`src/hw/rtl/spq_pkg.sv`:
```
package spq_pkg;

  localparam int unsigned CAPACITY = 16;
  localparam int unsigned IDX_W    = $clog2(CAPACITY);
  localparam int unsigned CNT_W    = $clog2(CAPACITY + 1);

  localparam logic [2:0] ST_OK           = 3'd0;
  localparam logic [2:0] ST_BAD_PRIORITY = 3'd1;
  localparam logic [2:0] ST_EMPTY        = 3'd2;
  localparam logic [2:0] ST_NO_EXACT     = 3'd3;
  localparam logic [2:0] ST_NONE_WITHIN  = 3'd4;
  localparam logic [2:0] ST_FULL         = 3'd5;

  // tuser encoding of the request word
  typedef enum logic [0:0] {
    OP_INSERT = 1'b0,
    OP_REMOVE = 1'b1
  } spq_op_e;

  typedef struct packed {
    logic [7:0]  prio;
    logic [31:0] value;
  } entry_t;

endpackage

```
`src/hw/rtl/sorted_priority_queue_core.sv`:
```
// Channel  Dir  tdata (low bit up)                        tuser
// s_axis   in   data_value[31:0], priority_key[47:32]     op[0]
// m_axis   out  removed_value[31:0], entry_count[36:32]   status[2:0]
//
// Rejected inserts and removes from an empty queue go straight from idle to completion.
// Insert walks down from the tail, shifting entries of higher priority up one slot.
// Remove walks the whole queue once.
// The walk is set by the single slot RAM: one read and one write per cycle.
// Reset clears the count, the state and the output valid; slot contents need no clearing.
// A finished word waits in the output register; a new word is taken meanwhile.
module sorted_priority_queue_core
  import spq_pkg::*;
(
  input  logic        clk_i,
  input  logic        rst_ni,
  input  logic        s_axis_tvalid_i,
  output logic        s_axis_tready_o,
  input  logic [47:0] s_axis_tdata_i,   // data_value[31:0], priority_key[47:32]
  input  logic [0:0]  s_axis_tuser_i,   // op[0]
  output logic        m_axis_tvalid_o,
  input  logic        m_axis_tready_i,
  output logic [39:0] m_axis_tdata_o,   // removed_value[31:0], entry_count[36:32]
  output logic [2:0]  m_axis_tuser_o    // status[2:0]
);

  localparam logic [2:0] S_IDLE     = 3'd0;
  localparam logic [2:0] S_INS      = 3'd1;
  localparam logic [2:0] S_INS_LAST = 3'd2;
  localparam logic [2:0] S_REM      = 3'd3;
  localparam logic [2:0] S_DONE     = 3'd4;

  logic [2:0]       state_q, state_d;
  logic [CNT_W-1:0] held_q, held_d;
  logic [IDX_W-1:0] ridx_q, ridx_d;
  logic [15:0]      key_q, key_d;
  logic [31:0]      value_q, value_d;
  logic             found_q, found_d;
  logic [31:0]      taken_q, taken_d;
  logic [2:0]       status_q, status_d;

  logic             m_valid_q, m_valid_d;
  logic [2:0]       out_status_q, out_status_d;
  logic [31:0]      out_value_q, out_value_d;
  logic [4:0]       out_count_q, out_count_d;

  logic             ram_we, ram_re;
  logic [IDX_W-1:0] ram_waddr, ram_raddr;
  entry_t           ram_wdata, ram_rdata;

  logic [15:0]      key_in;
  logic [31:0]      value_in;
  logic             in_bad;
  logic [CNT_W-1:0] held_m1;
  logic [IDX_W-1:0] last_idx;
  logic [16:0]      key_mag;
  logic             rem_match;
  entry_t           new_entry;
  logic [CNT_W+4:0] held_ext;

  assign key_in    = s_axis_tdata_i[47:32];
  assign value_in  = s_axis_tdata_i[31:0];
  assign in_bad    = (key_in[15:8] != 8'd0) || (key_in[7:0] == 8'd0);
  assign held_m1   = held_q - CNT_W'(1);
  assign last_idx  = held_m1[IDX_W-1:0];
  assign new_entry = '{prio: key_q[7:0], value: value_q};
  assign held_ext  = {5'd0, held_q};

  // limit of a negative key; the most negative key gives 32768
  assign key_mag   = 17'd0 - {key_q[15], key_q};
  assign rem_match = (key_q == 16'd0) ||
                     (!key_q[15] && key_q[15:8] == 8'd0 && key_q[7:0] == ram_rdata.prio) ||
                     (key_q[15] && ({9'd0, ram_rdata.prio} <= key_mag));

  always_comb begin
    state_d   = state_q;
    held_d    = held_q;
    ridx_d    = ridx_q;
    key_d     = key_q;
    value_d   = value_q;
    found_d   = found_q;
    taken_d   = taken_q;
    status_d  = status_q;
    ram_we    = 1'b0;
    ram_waddr = '0;
    ram_wdata = '0;
    ram_re    = 1'b0;
    ram_raddr = '0;

    m_valid_d    = m_valid_q && !m_axis_tready_i;
    out_status_d = out_status_q;
    out_value_d  = out_value_q;
    out_count_d  = out_count_q;

    case (state_q)
      S_IDLE: begin
        if (s_axis_tvalid_i) begin
          key_d   = key_in;
          value_d = value_in;
          found_d = 1'b0;
          taken_d = 32'd0;
          if (s_axis_tuser_i[0] == OP_INSERT) begin
            if (in_bad) begin
              status_d = ST_BAD_PRIORITY;
              state_d  = S_DONE;
            end else if (held_q == CNT_W'(CAPACITY)) begin
              status_d = ST_FULL;
              state_d  = S_DONE;
            end else if (held_q == '0) begin
              ram_we    = 1'b1;
              ram_waddr = '0;
              ram_wdata = '{prio: key_in[7:0], value: value_in};
              held_d    = held_q + CNT_W'(1);
              status_d  = ST_OK;
              state_d   = S_DONE;
            end else begin
              // walk down from the tail, shifting larger priorities up
              ram_re    = 1'b1;
              ram_raddr = last_idx;
              ridx_d    = last_idx;
              state_d   = S_INS;
            end
          end else begin
            if (held_q == '0) begin
              status_d = ST_EMPTY;
              state_d  = S_DONE;
            end else begin
              ram_re    = 1'b1;
              ram_raddr = '0;
              ridx_d    = '0;
              state_d   = S_REM;
            end
          end
        end
      end
      S_INS: begin
        ram_we    = 1'b1;
        ram_waddr = ridx_q + IDX_W'(1);
        if (ram_rdata.prio > key_q[7:0]) begin
          ram_wdata = ram_rdata;
          if (ridx_q == '0) begin
            state_d = S_INS_LAST;
          end else begin
            ram_re    = 1'b1;
            ram_raddr = ridx_q - IDX_W'(1);
            ridx_d    = ridx_q - IDX_W'(1);
          end
        end else begin
          ram_wdata = new_entry;
          held_d    = held_q + CNT_W'(1);
          status_d  = ST_OK;
          state_d   = S_DONE;
        end
      end
      S_INS_LAST: begin
        ram_we    = 1'b1;
        ram_waddr = '0;
        ram_wdata = new_entry;
        held_d    = held_q + CNT_W'(1);
        status_d  = ST_OK;
        state_d   = S_DONE;
      end
      S_REM: begin
        if (!found_q && rem_match) begin
          found_d = 1'b1;
          taken_d = ram_rdata.value;
        end else if (found_q) begin
          // close the gap behind the removed entry
          ram_we    = 1'b1;
          ram_waddr = ridx_q - IDX_W'(1);
          ram_wdata = ram_rdata;
        end
        if (ridx_q == last_idx) begin
          state_d = S_DONE;
          if (found_q || rem_match) begin
            held_d   = held_m1;
            status_d = ST_OK;
          end else if (key_q[15]) begin
            status_d = ST_NONE_WITHIN;
          end else begin
            status_d = ST_NO_EXACT;
          end
        end else begin
          ram_re    = 1'b1;
          ram_raddr = ridx_q + IDX_W'(1);
          ridx_d    = ridx_q + IDX_W'(1);
        end
      end
      S_DONE: begin
        if (!m_valid_q || m_axis_tready_i) begin
          m_valid_d    = 1'b1;
          out_status_d = status_q;
          out_value_d  = taken_q;
          out_count_d  = held_ext[4:0];
          state_d      = S_IDLE;
        end
      end
      default: begin
        state_d = S_IDLE;
      end
    endcase
  end

  always_ff @(posedge clk_i or negedge rst_ni) begin
    if (!rst_ni) begin
      state_q   <= S_IDLE;
      held_q    <= '0;
      m_valid_q <= 1'b0;
    end else begin
      state_q   <= state_d;
      held_q    <= held_d;
      m_valid_q <= m_valid_d;
    end
  end

  always_ff @(posedge clk_i) begin
    ridx_q       <= ridx_d;
    key_q        <= key_d;
    value_q      <= value_d;
    found_q      <= found_d;
    taken_q      <= taken_d;
    status_q     <= status_d;
    out_status_q <= out_status_d;
    out_value_q  <= out_value_d;
    out_count_q  <= out_count_d;
  end

  spq_ram #(
    .WIDTH($bits(entry_t)),
    .DEPTH(CAPACITY)
  ) u_slots (
    .clk_i  (clk_i),
    .we_i   (ram_we),
    .waddr_i(ram_waddr),
    .wdata_i(ram_wdata),
    .re_i   (ram_re),
    .raddr_i(ram_raddr),
    .rdata_o(ram_rdata)
  );

  assign s_axis_tready_o = (state_q == S_IDLE);
  assign m_axis_tvalid_o = m_valid_q;
  assign m_axis_tdata_o  = {3'd0, out_count_q, out_value_q};
  assign m_axis_tuser_o  = out_status_q;

`ifndef ASSERT_OFF
  a_held_bound: assert property (@(posedge clk_i) disable iff (!rst_ni)
    held_q <= CNT_W'(CAPACITY))
    else $error("entry count above capacity");

  a_held_step: assert property (@(posedge clk_i) disable iff (!rst_ni)
    (held_q == $past(held_q)) || (held_q == $past(held_q) + CNT_W'(1)) ||
    (held_q == $past(held_q) - CNT_W'(1)))
    else $error("entry count moved by more than one");

  a_held_at_done: assert property (@(posedge clk_i) disable iff (!rst_ni)
    (held_q != $past(held_q)) |-> (state_q == S_DONE))
    else $error("entry count changed outside completion");

  a_ram_no_overlap: assert property (@(posedge clk_i) disable iff (!rst_ni)
    (ram_we && ram_re) |-> (ram_waddr != ram_raddr))
    else $error("slot read and write hit the same entry");

  a_fail_no_value: assert property (@(posedge clk_i) disable iff (!rst_ni)
    (m_valid_q && out_status_q != ST_OK) |-> (out_value_q == 32'd0))
    else $error("failed item carries a removed value");
`endif

endmodule

```
`src/hw/rtl/spq_ram.sv`:
```
module spq_ram #(
  parameter int unsigned WIDTH = 8,
  parameter int unsigned DEPTH = 16
) (
  input  logic                     clk_i,
  input  logic                     we_i,
  input  logic [$clog2(DEPTH)-1:0] waddr_i,
  input  logic [WIDTH-1:0]         wdata_i,
  input  logic                     re_i,
  input  logic [$clog2(DEPTH)-1:0] raddr_i,
  output logic [WIDTH-1:0]         rdata_o
);

  logic [WIDTH-1:0] mem_q [DEPTH];
  logic [WIDTH-1:0] rdata_q;

  always_ff @(posedge clk_i) begin
    if (we_i) begin
      mem_q[waddr_i] <= wdata_i;
    end
  end

  always_ff @(posedge clk_i) begin
    if (re_i) begin
      rdata_q <= mem_q[raddr_i];
    end
  end

  assign rdata_o = rdata_q;

endmodule

```
`config.mk`:
```
export PLATFORM = sky130hd
export DESIGN_NAME = sorted_priority_queue_core
export DESIGN_NICKNAME = d
export VERILOG_FILES = /design/src/hw/rtl/spq_pkg.sv /design/src/hw/rtl/sorted_priority_queue_core.sv /design/src/hw/rtl/spq_ram.sv
export SDC_FILE = /design/constraint.sdc
export NUM_CORES = 1
export LEC_CHECK = 0
export BUFFER_PORTS_ARGS = -buffer_cell sky130_fd_sc_hd__buf_2
export CAP_MARGIN = 0
export CORE_ASPECT_RATIO = 1.75
export CORE_UTILIZATION = 50
export DETAILED_ROUTE_END_ITERATION = 10
export PLACE_DENSITY = 0.71
export SYNTH_ARGS = -nofsm -noshare
export SYNTH_HDL_FRONTEND = slang
export SYNTH_HIERARCHICAL = 1
export SYNTH_SLANG_ARGS = --single-unit
```
`constraint.sdc`:
```
create_clock -name clk_i -period 8.01 [get_ports clk_i]
set_input_delay 0.4005 -clock clk_i [delete_from_list [all_inputs] [get_ports clk_i]]
set_output_delay 0.4005 -clock clk_i [all_outputs]
set_load 0.1 [all_outputs]
```
==> reports/qor.csv <==
metric;value;unit
worst_pin_slew;1350;ps
slew_violations;0;
max_slew_margin;9.43;%
min_period_over_period;64.5;%
vias;16400;
rrSetupSlack;2840;ps
gp_congestion;0.817;
whs;17.2;ps
grt.overflow.total;0;
hold_depth;1;
clockBufferDepth;3;
syn_avg_cell_area;20.6;um^2
firstDrtPassIters;7;
grt_pass1_vias;16900;
ys_ff_latch;817;
die_height;338;um
cts_tree;built;
cp-startpoint;state_q[2];
crit_buf_inv;3;
drv_cap;0;
detail_route.iter0.violations;1528;
io_buffers;94;
synth_top_area_share;75.3;%
core_region_area;63500;um^2
hpwl;39100;um
crit_path_cell_trace;nor2b_4 -> buf_4 -> nand2_1 -> clkinv_1 -> nand2_1 -> a21oi_1 -> nand2_1 -> nor2_4 -> buf_4;
htreeDepth;3;
numClockSinks;817;
peakVddDrop;0.182;mV
ant_nets;0;
start_util;50.7;%
finalSetupViolations;0;
yosysTopAreaCell;edfxtp_1;
min_from;s_axis_tdata_i[17];
grt_pass1_wl;108000;um
placementRows;122;
detail_route.wl_per_cell;28.7;um
nets;1778;
grt_max_degree;95;
worstPathMaxFanout;42;
via_per_inst;6.40;
arrival;5420;ps
synth_edf_count;808;
critPathMostFrequentCell;nand2_1;
grt.total_usage;22.8;%
hold_viol;0;
setup-tns-final;0;ps
layout-drive-gt1-share;21.5;%
fin_util;57.1;%
clk_pin_slew;70;ps
end_kind;flip-flop;
status;completed;
cts_root_buf;clkbuf_16;
critPathKind;flip-flop to flip-flop;
r2r-end;u_slots/mem_q[11][6];
remaining_drc_errors;0;
min_to;value_q[17];
synthCells;1563;
antenna_found_initial;2;
async_reset_ff_share;1.10;%
min_period;5170;ps
die_width;194;um
synth_commonest_cells;edfxtp_1, mux4_2, a22oi_1, nand2_1, mux4_1;
ys_top_cells_by_area;edfxtp_1, mux4_2, mux4_1;
die-area;65500;um^2
cpPeakStageDelay;1010;ps
wirelength;73600;um
areaGrowthSynthToFinish;12.5;%
timing.rr.start;state_q[2];
ios;98;
clock_skew;17.8;ps
yosysMostFrequentCell;edfxtp_1;
p_leak;12.2;nW
ys.flop_type;edfxtp_1;
synth.cell_area;32200;um^2
cts_buffers;70;
synth_warnings;6;
reg2reg_depth;9;
insertion_delay;600;ps
cp.required;8270;ps
ys_seq_area_share;76.0;%
slowest_stage;nor2_4;
rsz0062_at_grt;no;
p_per_area;349;nW/um^2
cpLargestDelayFamily;simple AND/OR/NAND/NOR gates;
hp-class;input pin to flip-flop;
startpoint_type;flip-flop;
cts_resized;0;
yosysUniqueCellTypes;60;
clock.fmax;194;MHz
stage by stage:
| stage | std cells | setup WS (ps) | power, mW | cell area [um^2] |
|---|---|---|---|---|
| final | 2563 | 2840 | 12.7 | 36200 |
| after global routing | 2563 | 2570 | 13.1 | 36200 |
| after CTS | 2561 | 2830 | 12.7 | 36200 |
| after detailed placement | 2413 | 2840 | 9.28 | 33700 |
| after global placement | 2413 | 3000 | 9.18 | 33700 |
| after floorplan | 1565 | 319 | 8.37 | 32200 |
worst register-to-register path, stage by stage (launching register included):
cell,delay (ps)
dfrtp_1,520
nor2b_4,150
buf_4,520
nand2_1,290
clkinv_1,290
nand2_1,210
a21oi_1,860
nand2_1,470
nor2_4,1010
buf_4,500
worst max path at each step:
stage                             to  slack [ps]  cells past startpoint
2_1_floorplan    u_slots/mem_q[1][0]         320                     10
3_3_place_gp   u_slots/mem_q[11][10]        3000                      7
3_5_place_dp    u_slots/mem_q[9][10]        2840                      9
4_1_cts         u_slots/mem_q[11][7]        2830                      9
5_1_grt          u_slots/mem_q[9][9]        2570                      9
6_report        u_slots/mem_q[11][6]        2840                      9
sequential cells by signal, summed over array words and instances (netlist names):
name,cells
ridx_q,4
u_slots/mem_q,640
value_q,32
status_q,3
found_q,1
out_count_q,5
out_value_q,32
state_q,3
m_axis_tuser_o,3
taken_q,32
m_axis_tvalid_o,1
held_q,5
u_slots/rdata_o,40
key_q,16
power by group:
group          leakage (nW)  switching (mW)  internal [mW]
Clock                  1.14            1.50           1.95
Sequential             7.60           0.280           5.65
Combinational          3.44            2.19           1.08
Total                  12.2            3.97           8.69
area by class of cell:
type                            instances  area, um^2
Fill cell                            4588       27300
Sequential cell                       817       24500
Multi-Input combinational cell        647        7360
Clock buffer                           83        1890
Tap cell                              806        1010
Timing Repair Buffer                  154        1000
Clock inverter                         40         430
Inverter                               15        56.3
Antenna cell                            1        2.50
cells in the final DEF, fill, tap and decap left out, types with 25 or more instances in the layout:
master / Yosys / layout
a21o_1: 41 / 40
a22o_1: 42 / 42
a22oi_1: 80 / 80
and3_1: 33 / 32
buf_2: 15 / 94
buf_4: 3 / 32
clkbuf_16: 0 / 74
dlygate4sd3_1: 0 / 25
edfxtp_1: 808 / 808
mux4_1: 60 / 60
mux4_2: 100 / 100
nand2_1: 73 / 71
logic make-up after synthesis:
kind of cell,Yosys count,synth area share [%]
compound gates,225,5.36
xor+xnor,25,0.680
fa+ha+maj,20,0.777
buf+inv,101,1.87
flops,817,76.0
mux,163,12.0
other cells,1,0.0116
simple gates,211,3.32
layer usage:
metal  wire (um)  share of wire [%]  track usage, %
met3        5660                7.7            3.24
met2       38900                 53            41.1
met4        2010                2.7            7.68
met1       27000                 37            28.4
met5           0                  0               0
repair_timing:
item	4_1_cts	5_1_grt
endpoints found under the hold margin	33	0
hold buffers	25	0
buffers inserted	0	0
Power figures use the tool's default switching activity.
